**src/rtl/fpma_pkg.sv**
```systemverilog
package fpma_pkg;

  // Field widths
  localparam int ELAPSED_W = 32;
  localparam int PEND_W    = 33;
  localparam int FT_W      = 30;
  localparam int WS_W      = 7;
  localparam int SCALE_W   = 16;
  localparam int SCALED_W  = 38;
  localparam int FPS_W     = 24;
  localparam int FRAME_W   = 32;
  localparam int CFG_ADDR_W = 2;
  localparam int CFG_DATA_W = 32;
  localparam int OUT_DATA_W = 152;
  localparam int OUT_USER_W = 1;

  // Default ring depth
  localparam int DEF_WINDOW_DEPTH = 64;

  // Time constants: one second in ns, and the same in Q8
  localparam logic [FT_W-1:0]     NS_PER_SEC = 30'd1000000000;
  localparam logic [SCALED_W-1:0] NS_Q8      = 38'd256000000000;

  // Register reset values
  localparam logic [FT_W-1:0]    MIN_FRAME_RST  = 30'd0;
  localparam logic [FT_W-1:0]    MAX_FRAME_RST  = 30'd250000000;
  localparam logic [WS_W-1:0]    WINDOW_RST     = 7'd64;
  localparam logic [SCALE_W-1:0] TIME_SCALE_RST = 16'd256;

  // Register indexes
  typedef enum logic [CFG_ADDR_W-1:0] {
    CFG_MIN_FRAME  = 2'd0,
    CFG_MAX_FRAME  = 2'd1,
    CFG_WINDOW     = 2'd2,
    CFG_TIME_SCALE = 2'd3
  } cfg_reg_e;

  // Sequencer states
  typedef enum logic [2:0] {
    ST_IDLE,
    ST_CHECK,
    ST_PUSH,
    ST_MULT,
    ST_START,
    ST_WAIT,
    ST_DONE
  } state_e;

endpackage

```
**src/rtl/fpma_ram.sv**
```systemverilog
module fpma_ram #(
  parameter int WIDTH = 30,
  parameter int DEPTH = 64
) (
  input  logic                                  clk_i,
  input  logic                                  we_i,
  input  logic [(DEPTH > 1 ? $clog2(DEPTH) : 1)-1:0] waddr_i,
  input  logic [WIDTH-1:0]                      wdata_i,
  input  logic                                  re_i,
  input  logic [(DEPTH > 1 ? $clog2(DEPTH) : 1)-1:0] raddr_i,
  output logic [WIDTH-1:0]                      rdata_o
);

  logic [WIDTH-1:0] mem_q [DEPTH];
  logic [WIDTH-1:0] rdata_q;

  always_ff @(posedge clk_i) begin
    if (we_i) begin
      mem_q[waddr_i] <= wdata_i;
    end
    if (re_i) begin
      rdata_q <= mem_q[raddr_i];
    end
  end

  assign rdata_o = rdata_q;

endmodule

```
**src/rtl/fpma_div.sv**
```systemverilog
module fpma_div #(
  parameter int NUM_W = 38,
  parameter int DEN_W = 30,
  parameter int Q_W   = fpma_pkg::FPS_W
) (
  input  logic             clk_i,
  input  logic             rst_ni,
  input  logic             start_i,
  input  logic [NUM_W-1:0] num_i,
  input  logic [DEN_W-1:0] den_i,
  output logic             busy_o,
  output logic [Q_W-1:0]   quot_o
);

  localparam int HW    = NUM_W - Q_W;
  localparam int CW    = (HW > DEN_W) ? HW : DEN_W;
  localparam int CNT_W = $clog2(Q_W + 1);

  logic             busy_q;
  logic [CNT_W-1:0] cnt_q;
  logic [DEN_W-1:0] den_q;
  logic [DEN_W-1:0] rem_q;
  logic [Q_W-1:0]   lo_q;
  logic [Q_W-1:0]   quot_q;

  logic [CW-1:0]    hi_x;
  logic [CW-1:0]    den_x;
  logic             sat;
  logic [DEN_W:0]   trial;
  logic [DEN_W:0]   diff;
  logic             ge;

  // Quotient overflows Q_W bits (or divide by zero) when the top part >= divisor
  assign hi_x  = CW'(num_i[NUM_W-1:Q_W]);
  assign den_x = CW'(den_i);
  assign sat   = (hi_x >= den_x);

  // One restoring step a cycle
  assign trial = {rem_q, lo_q[Q_W-1]};
  assign ge    = (trial >= {1'b0, den_q});
  assign diff  = trial - {1'b0, den_q};

  always_ff @(posedge clk_i or negedge rst_ni) begin
    if (!rst_ni) begin
      busy_q <= 1'b0;
      cnt_q  <= '0;
    end else if (start_i) begin
      busy_q <= !sat;
      cnt_q  <= CNT_W'(Q_W);
    end else if (busy_q) begin
      cnt_q <= cnt_q - 1'b1;
      if (cnt_q == CNT_W'(1)) begin
        busy_q <= 1'b0;
      end
    end
  end

  always_ff @(posedge clk_i) begin
    if (start_i) begin
      den_q  <= den_i;
      rem_q  <= hi_x[DEN_W-1:0];
      lo_q   <= num_i[Q_W-1:0];
      quot_q <= sat ? '1 : '0;
    end else if (busy_q) begin
      rem_q  <= ge ? diff[DEN_W-1:0] : trial[DEN_W-1:0];
      lo_q   <= lo_q << 1;
      quot_q <= {quot_q[Q_W-2:0], ge};
    end
  end

  assign busy_o = busy_q;
  assign quot_o = quot_q;

endmodule

```
**src/rtl/frame_pacer_moving_average_core.sv**
```systemverilog
// Frame pacer with moving-average frame rate.
// Channels: s_axis carries one tick per beat (ns since the previous tick);
// m_axis returns exactly one result beat per tick, in order. tuser flags a
// completed frame; when it is low every tdata field is zero. cfg_* writes
// one of four registers (min/max frame time, window size, time scale);
// cfg_ready_o is always high and writes belong to idle periods.
// A tick that completes no frame goes from its check straight to the
// result register; a frame tick also writes the ring and forms the window
// product, then waits on the 24-step quotient loop of the two frame-rate
// dividers that run side by side (no wait when both rates saturate).
// One tick is in flight at a time; a new tick is accepted only once the
// previous result has moved to the output register.
// Frame times are kept in a one-port-write, one-port-read ring RAM of
// WINDOW_DEPTH entries; the window sum, head and fill live in flops.
// Reset clears the accumulator, frame count and ring bookkeeping and loads
// the register defaults; no RAM clearing pass is needed.
// When the receiver stalls the result waits in the output register and
// the core holds the following result until that beat is taken.
module frame_pacer_moving_average_core #(
  parameter int WINDOW_DEPTH = fpma_pkg::DEF_WINDOW_DEPTH
) (
  input  logic                             clk_i,
  input  logic                             rst_ni,
  // Configuration write channel
  input  logic                             cfg_valid_i,
  output logic                             cfg_ready_o,
  input  logic [fpma_pkg::CFG_ADDR_W-1:0]  cfg_addr_i,
  input  logic [fpma_pkg::CFG_DATA_W-1:0]  cfg_data_i,
  // Tick input
  input  logic                             s_axis_tvalid,
  output logic                             s_axis_tready,
  input  logic [fpma_pkg::ELAPSED_W-1:0]   s_axis_tdata,  // [31:0] elapsed_ns
  // Result output
  output logic                             m_axis_tvalid,
  input  logic                             m_axis_tready,
  // [29:0] frame_time_ns, [67:30] scaled_delta_ns, [91:68] instant_fps,
  // [115:92] average_fps, [147:116] frame_number, [151:148] zero
  output logic [fpma_pkg::OUT_DATA_W-1:0]  m_axis_tdata,
  output logic [fpma_pkg::OUT_USER_W-1:0]  m_axis_tuser   // [0] frame_ready
);

  import fpma_pkg::*;

  localparam int AW        = (WINDOW_DEPTH > 1) ? $clog2(WINDOW_DEPTH) : 1;
  localparam int FW        = $clog2(WINDOW_DEPTH + 1);
  localparam int SUM_W     = FT_W + FW;
  localparam int PROD_W    = FW + FT_W;
  localparam int AVG_NUM_W = PROD_W + 8;
  localparam int MUL_W     = FT_W + SCALE_W;

  // Configuration registers
  logic [FT_W-1:0]    min_frame_q;
  logic [FT_W-1:0]    max_frame_q;
  logic [WS_W-1:0]    window_q;
  logic [SCALE_W-1:0] time_scale_q;

  // Control state
  state_e             state_q, state_d;
  logic [PEND_W-1:0]  pend_q;
  logic [FRAME_W-1:0] frames_q;
  logic [AW-1:0]      head_q;
  logic [FW-1:0]      fill_q;
  logic [SUM_W-1:0]   sum_q;
  logic               m_tvalid_q;

  // Per-item payload
  logic               nofr_q;
  logic               evict_q;
  logic [FT_W-1:0]    ft_q;
  logic [MUL_W-1:0]   scale_q;
  logic [PROD_W-1:0]  prod_q;
  logic [OUT_DATA_W-1:0] m_tdata_q;
  logic [OUT_USER_W-1:0] m_tuser_q;

  // Sequencer controls
  logic accept;
  logic ram_re;
  logic ram_we;
  logic div_start;
  logic out_load;

  // Datapath
  logic [PEND_W-1:0] min_x, max_x, clamp, rem;
  logic              no_frame;
  logic [FW-1:0]     weff;
  logic              evict_c;
  logic [FT_W-1:0]   ram_rdata;
  logic [SUM_W-1:0]  sub;
  logic [AW-1:0]     head_inc, head_n, tail;
  logic [FW-1:0]     fill_e, fill_n;
  logic [FW:0]       tail_sum;
  logic [SUM_W-1:0]  sum_n;
  logic              busy_inst, busy_avg;
  logic [FPS_W-1:0]  inst_fps, avg_fps;

  // Configuration writes
  assign cfg_ready_o = 1'b1;

  always_ff @(posedge clk_i or negedge rst_ni) begin
    if (!rst_ni) begin
      min_frame_q  <= MIN_FRAME_RST;
      max_frame_q  <= MAX_FRAME_RST;
      window_q     <= WINDOW_RST;
      time_scale_q <= TIME_SCALE_RST;
    end else if (cfg_valid_i) begin
      case (cfg_reg_e'(cfg_addr_i))
        CFG_MIN_FRAME:  min_frame_q  <= cfg_data_i[FT_W-1:0];
        CFG_MAX_FRAME:  max_frame_q  <= cfg_data_i[FT_W-1:0];
        CFG_WINDOW:     window_q     <= cfg_data_i[WS_W-1:0];
        CFG_TIME_SCALE: time_scale_q <= cfg_data_i[SCALE_W-1:0];
        default: ;
      endcase
    end
  end

  // Threshold, clamp and remainder
  assign min_x    = PEND_W'(min_frame_q);
  assign max_x    = PEND_W'(max_frame_q);
  assign no_frame = (pend_q <= min_x);
  assign clamp    = (pend_q > max_x) ? max_x : pend_q;
  assign rem      = ((min_frame_q != '0) && (clamp > min_x)) ? clamp - min_x : '0;

  // Effective window: zero acts as one, capped at the ring depth
  always_comb begin
    if (window_q == '0) begin
      weff = FW'(1);
    end else if (32'(window_q) > 32'(WINDOW_DEPTH)) begin
      weff = FW'(WINDOW_DEPTH);
    end else begin
      weff = FW'(window_q);
    end
  end
  assign evict_c = (fill_q >= weff);

  // Ring update: drop the oldest entry if full, append at the tail
  assign head_inc = (head_q == AW'(WINDOW_DEPTH - 1)) ? '0 : head_q + 1'b1;
  assign head_n   = evict_q ? head_inc : head_q;
  assign fill_e   = evict_q ? fill_q - 1'b1 : fill_q;
  assign fill_n   = fill_e + 1'b1;
  assign sub      = evict_q ? SUM_W'(ram_rdata) : '0;
  assign sum_n    = sum_q - sub + SUM_W'(ft_q);
  assign tail_sum = (FW + 1)'(head_n) + (FW + 1)'(fill_e);
  assign tail     = (tail_sum >= (FW + 1)'(WINDOW_DEPTH)) ?
                    AW'(tail_sum - (FW + 1)'(WINDOW_DEPTH)) : AW'(tail_sum);

  fpma_ram #(
    .WIDTH (FT_W),
    .DEPTH (WINDOW_DEPTH)
  ) u_ring (
    .clk_i   (clk_i),
    .we_i    (ram_we),
    .waddr_i (tail),
    .wdata_i (ft_q),
    .re_i    (ram_re),
    .raddr_i (head_q),
    .rdata_o (ram_rdata)
  );

  // Frame-rate dividers
  fpma_div #(
    .NUM_W (SCALED_W),
    .DEN_W (FT_W),
    .Q_W   (FPS_W)
  ) u_div_inst (
    .clk_i   (clk_i),
    .rst_ni  (rst_ni),
    .start_i (div_start),
    .num_i   (NS_Q8),
    .den_i   (ft_q),
    .busy_o  (busy_inst),
    .quot_o  (inst_fps)
  );

  fpma_div #(
    .NUM_W (AVG_NUM_W),
    .DEN_W (SUM_W),
    .Q_W   (FPS_W)
  ) u_div_avg (
    .clk_i   (clk_i),
    .rst_ni  (rst_ni),
    .start_i (div_start),
    .num_i   ({prod_q, 8'b0}),
    .den_i   (sum_q),
    .busy_o  (busy_avg),
    .quot_o  (avg_fps)
  );

  // Sequencer
  always_ff @(posedge clk_i or negedge rst_ni) begin
    if (!rst_ni) begin
      state_q <= ST_IDLE;
    end else begin
      state_q <= state_d;
    end
  end

  always_comb begin
    state_d       = state_q;
    s_axis_tready = 1'b0;
    accept        = 1'b0;
    ram_re        = 1'b0;
    ram_we        = 1'b0;
    div_start     = 1'b0;
    out_load      = 1'b0;
    case (state_q)
      ST_IDLE: begin
        s_axis_tready = 1'b1;
        if (s_axis_tvalid) begin
          accept  = 1'b1;
          state_d = ST_CHECK;
        end
      end
      ST_CHECK: begin
        if (no_frame) begin
          state_d = ST_DONE;
        end else begin
          ram_re  = 1'b1;
          state_d = ST_PUSH;
        end
      end
      ST_PUSH: begin
        ram_we  = 1'b1;
        state_d = ST_MULT;
      end
      ST_MULT: begin
        state_d = ST_START;
      end
      ST_START: begin
        div_start = 1'b1;
        state_d   = ST_WAIT;
      end
      ST_WAIT: begin
        if (!busy_inst && !busy_avg) begin
          state_d = ST_DONE;
        end
      end
      ST_DONE: begin
        if (!m_tvalid_q || m_axis_tready) begin
          out_load = 1'b1;
          state_d  = ST_IDLE;
        end
      end
      default: begin
        state_d = ST_IDLE;
      end
    endcase
  end

  // Accumulator, frame count and ring bookkeeping
  always_ff @(posedge clk_i or negedge rst_ni) begin
    if (!rst_ni) begin
      pend_q   <= '0;
      frames_q <= '0;
      head_q   <= '0;
      fill_q   <= '0;
      sum_q    <= '0;
    end else begin
      if (accept) begin
        pend_q <= pend_q + PEND_W'(s_axis_tdata);
      end
      if (state_q == ST_CHECK && !no_frame) begin
        pend_q   <= rem;
        frames_q <= frames_q + 1'b1;
      end
      if (ram_we) begin
        head_q <= head_n;
        fill_q <= fill_n;
        sum_q  <= sum_n;
      end
    end
  end

  // Per-item payload
  always_ff @(posedge clk_i) begin
    if (state_q == ST_CHECK) begin
      nofr_q  <= no_frame;
      evict_q <= evict_c;
      ft_q    <= clamp[FT_W-1:0];
      scale_q <= MUL_W'(clamp[FT_W-1:0]) * MUL_W'(time_scale_q);
    end
    if (state_q == ST_MULT) begin
      prod_q <= PROD_W'(fill_q) * PROD_W'(NS_PER_SEC);
    end
  end

  // Output register
  always_ff @(posedge clk_i or negedge rst_ni) begin
    if (!rst_ni) begin
      m_tvalid_q <= 1'b0;
    end else if (out_load) begin
      m_tvalid_q <= 1'b1;
    end else if (m_axis_tready) begin
      m_tvalid_q <= 1'b0;
    end
  end

  always_ff @(posedge clk_i) begin
    if (out_load) begin
      m_tuser_q <= OUT_USER_W'(!nofr_q);
      if (nofr_q) begin
        m_tdata_q <= '0;
      end else begin
        m_tdata_q <= {4'b0, frames_q, avg_fps, inst_fps,
                      scale_q[MUL_W-1:8], ft_q};
      end
    end
  end

  assign m_axis_tvalid = m_tvalid_q;
  assign m_axis_tdata  = m_tdata_q;
  assign m_axis_tuser  = m_tuser_q;

endmodule
```
**config.mk**
```make
export PLATFORM = sky130hd
export DESIGN_NAME = frame_pacer_moving_average_core
export DESIGN_NICKNAME = d
export VERILOG_FILES = /design/src/rtl/fpma_pkg.sv /design/src/rtl/fpma_ram.sv /design/src/rtl/fpma_div.sv /design/src/rtl/frame_pacer_moving_average_core.sv
export SDC_FILE = /design/constraint.sdc
export NUM_CORES = 2
export LEC_CHECK = 0
export BUFFER_PORTS_ARGS = -buffer_cell sky130_fd_sc_hd__buf_2
export CAP_MARGIN = 20
export CORE_ASPECT_RATIO = 0.6
export CORE_MARGIN = 2
export CORE_UTILIZATION = 41
export CTS_CLUSTER_SIZE = 16
export DETAILED_ROUTE_END_ITERATION = 10
export PLACE_DENSITY = 0.6
export SETUP_SLACK_MARGIN = 0.02
export SLEW_MARGIN = 30
export SYNTH_ARGS = -nofsm -noshare
export SYNTH_HDL_FRONTEND = slang
export SYNTH_SLANG_ARGS = --single-unit
```
**constraint.sdc**
```tcl
create_clock -name clk_i -period 12.45 [get_ports clk_i]
set_clock_uncertainty 0.15 [all_clocks]
set_input_delay 1.245 -clock clk_i [delete_from_list [all_inputs] [get_ports clk_i]]
set_output_delay 1.245 -clock clk_i [all_outputs]
set_load 0.05 [all_outputs]
```
==> summary.txt <==
Status: finished, final reports clean
GRT Total Usage: 22.65%
Area Overhead vs Synth: 11.45%
Antenna-violating nets left: 0
Worst r2r src: max_frame_q[22]$_DFFE_PN1P_
Finished Layout Cells: 13,788
Fmax: 0.09449 GHz
Required @ worst endpoint: 12.95 ns
Synth area leader: edfxtp_1
Port bufs: 219
Routed WL: 365,400 um
DIE HEIGHT: 437.6 um
Worst hold path class: input pin to async pin
FF-to-FF End: scale_q[45]$_DFFE_PP_
Clock slew at reported path FFs: 0.07 ns
Main flop type after synthesis: edfxtp_1
Synthesized cell area: 128,500 sq um
Synthesized instance count: 9,167
Router iterations before antenna repair: 8
Share of the synthesized area in the top cell type: 54.69%
Post-detailed-route wirelength per cell: 26.50 um
Resized cells post-CTS: 0
Number of vias per cell: 5.694
CP Capture Type: flip-flop
Setup slack after layout: 1.866 ns
TritonCTS clock tree: yes
Fillers: 27,292
Max Slew Vio Count: 0
Core area: 312,300 sq um
Post-route minimum period: 10.58 ns
CTS Hold Bufs: 0
CP max stage cell: nor3_1
#FFs+latches synth: 2,607
Syn Area/Cell: 14.02 sq um
Post-DP HPWL: 234,000 um
Die width: 726.7 um
GP Congestion: 0.9196
Final period utilization: 85.01%
Routed vias: 78,515
Crit path max fanout: 23
Num rows: 159
I/O pins: 227
Yosys warns: 0
Max-cap viol count: 0
RSZ-0062 raised after global routing: false
CTS sink count: 2,607
R2R depth: 31
Clk_lat worst skew: 0.94 ns
Final hold vios: 0
R2R setup slack: 1.87 ns
Final setup vio count: 0
Drt first-iter violations: 9,888
Vias in the first global route: 77,688
Register area share after synthesis: 59.70%
Yosys cell types: 91
Largest cells by area after synthesis: edfxtp_1 (55%), fa_1 (7.2%), ha_1 (4.5%)
Global-route wire length before repair: 532,100 um
NumNets Final: 10,400
Number of flops mapped to enable cells by yosys: 2,340
CP most frequent cell: fa_1
Synth async-reset ratio: 8.209%
DRC: 0
WS Path Type: flip-flop to flip-flop
Root Driver: clkbuf_16
Critical Path AT: 11.09 ns
Slew @ Worst Pin: 1.191 ns
Clock H-tree levels: 4
Slew margin rel.: 20.62%
Antenna violations before repair: 31
Setup TNS: 0 ns
Total CTS buffers: 235
Share of layout cells above drive strength 1: 13.95%
Setup Buffers After CTS: 0
Post-Place Setup Slack: 2.017 ns
Crit path launch type: flip-flop
Pin count of the biggest net entering global routing: 133
Grt ovf: 0
Placed cell count: 13,357
Max incr delay on CP: 0.62 ns
Clk buf depth: 4
Die area: 318,000 sq um
Starting density of the core: 41.13%
-- routing by layer --
layer | wire length (um) | vias to the layer above | share of wire (%) | GRT usage [%]
met1 | 169600 | 40521 | 46 | 35.89
li1 | - | 33952 | - | -
met4 | 7740 | 10 | 2.1 | 4.668
met2 | 148900 | 3585 | 41 | 31.60
met5 | 74 | - | 0.020 | 0
met3 | 39160 | 447 | 11 | 5.078
-- state kept, by name, indices dropped and copies added (netlist names), 28 cells and up --
signal	count
min_frame_q	30
u_div_inst.den_q	30
u_div_avg.rem_q	37
u_div_avg.den_q	37
prod_q	28
ft_q	30
u_ring.rdata_o	30
u_ring.mem_q	1920
u_div_inst.rem_q	30
frames_q	32
pend_q	33
sum_q	37
m_axis_tdata	148
max_frame_q	30
scale_q	38
-- synthesized netlist by cell type, drive strengths merged (36+ instances only) --
cell type	instances
a211oi	99
a21o	142
a21oi	358
a221oi	36
and2	229
buf	83
clkbuf	327
dfrtp	199
dfxtp	53
edfxtp	2340
fa	461
ha	457
inv	823
mux2	181
mux2i	430
mux4	240
nand2	814
nand2b	36
nand3	60
nand4	45
nor2	339
nor2b	169
nor3	52
o21a	45
o21ai	342
o221ai	206
o22ai	73
xnor2	154
xor2	92
-- worst max path at each step --
stage	start	end	slack (ns)	cells past startpoint
floorplan	max_frame_q[15]$_DFFE_PN1P_	scale_q[45]$_DFFE_PP_	3.67	35
global placement	max_frame_q[22]$_DFFE_PN1P_	scale_q[45]$_DFFE_PP_	2.10	30
detailed placement	max_frame_q[22]$_DFFE_PN1P_	scale_q[45]$_DFFE_PP_	2.02	31
CTS	max_frame_q[22]$_DFFE_PN1P_	scale_q[45]$_DFFE_PP_	1.99	31
global route	max_frame_q[22]$_DFFE_PN1P_	scale_q[42]$_DFFE_PP_	1.35	30
finish	max_frame_q[22]$_DFFE_PN1P_	scale_q[45]$_DFFE_PP_	1.87	31
-- final cells by class --
cell class | count | area, sq um | area share, %
sequential | 2607 | 76730 | 53.58
multi-input combinational | 5329 | 47830 | 33.40
clock buffer | 288 | 6203 | 4.332
tap | 4186 | 5238 | 3.658
inverter | 824 | 3097 | 2.163
timing repair buffer | 414 | 2764 | 1.930
clock inverter | 136 | 1329 | 0.9280
antenna | 4 | 10.01 | 0.006990
-- layout by cell type, fill, tap and decap left out, types with 21 or more instances in the layout --
cell type  instances
xnor2_1          154
clkbuf_1          44
and3_1            24
a211oi_1          98
nand3_1           58
a221oi_1          36
o21a_1            44
nand2_1          812
nor2b_1          167
mux4_2           240
o221ai_1         189
clkinv_2          44
nor2_4            64
nor2_1           274
buf_4            180
a21oi_1          346
dfrtp_1          189
nand4_1           45
xor2_1            92
a21o_1           142
o21ai_0          324
dfxtp_1           53
buf_2            218
and2_1           227
clkinv_1          41
a31oi_1           25
inv_1            821
nor3_1            50
nor4_1            22
nand2b_1          34
clkbuf_16        238
o21bai_1          25
o22ai_1           73
mux2i_1          430
fa_1             461
edfxtp_1        2340
bufinv_16         21
ha_1             457
mux2_2           181
-- cell families after synthesis --
family / count (synthesis) / synth area share (%)
flops: 2607 / 59.70
other cells: 2 / 0.005845
mux: 851 / 9.144
buf+inv: 1234 / 3.634
fa+ha+maj: 918 / 11.63
compound gates: 1460 / 7.474
xor+xnor: 246 / 1.677
simple gates: 1849 / 6.730
-- stage by stage --
| stage | hold WS, ns | area (sq um) | utilization, % |
|---|---|---|---|
| global route | 0.1099 | 143200 | 45.84 |
| floorplan | 0.2749 | 128500 | - |
| global placement | 0.2900 | 135400 | 43.35 |
| detailed placement | 0.2961 | 135500 | 43.40 |
| finish | 0.1190 | 143200 | 45.85 |
| CTS | 0.2316 | 143100 | 45.81 |
-- worst max-delay path: cells and delay by family, from the launching register on --
family,cells,cell delay (ns)
simple gates,6,2.04
xor+xnor,1,0.09
compound gates,9,2.56
buf+inv,6,0.71
mux,1,0.62
fa+ha+maj,8,3.56
flops,1,0.54
Power is not shown: default switching activity piles up to over one toggle a cycle in this logic, so the estimate is an artifact.
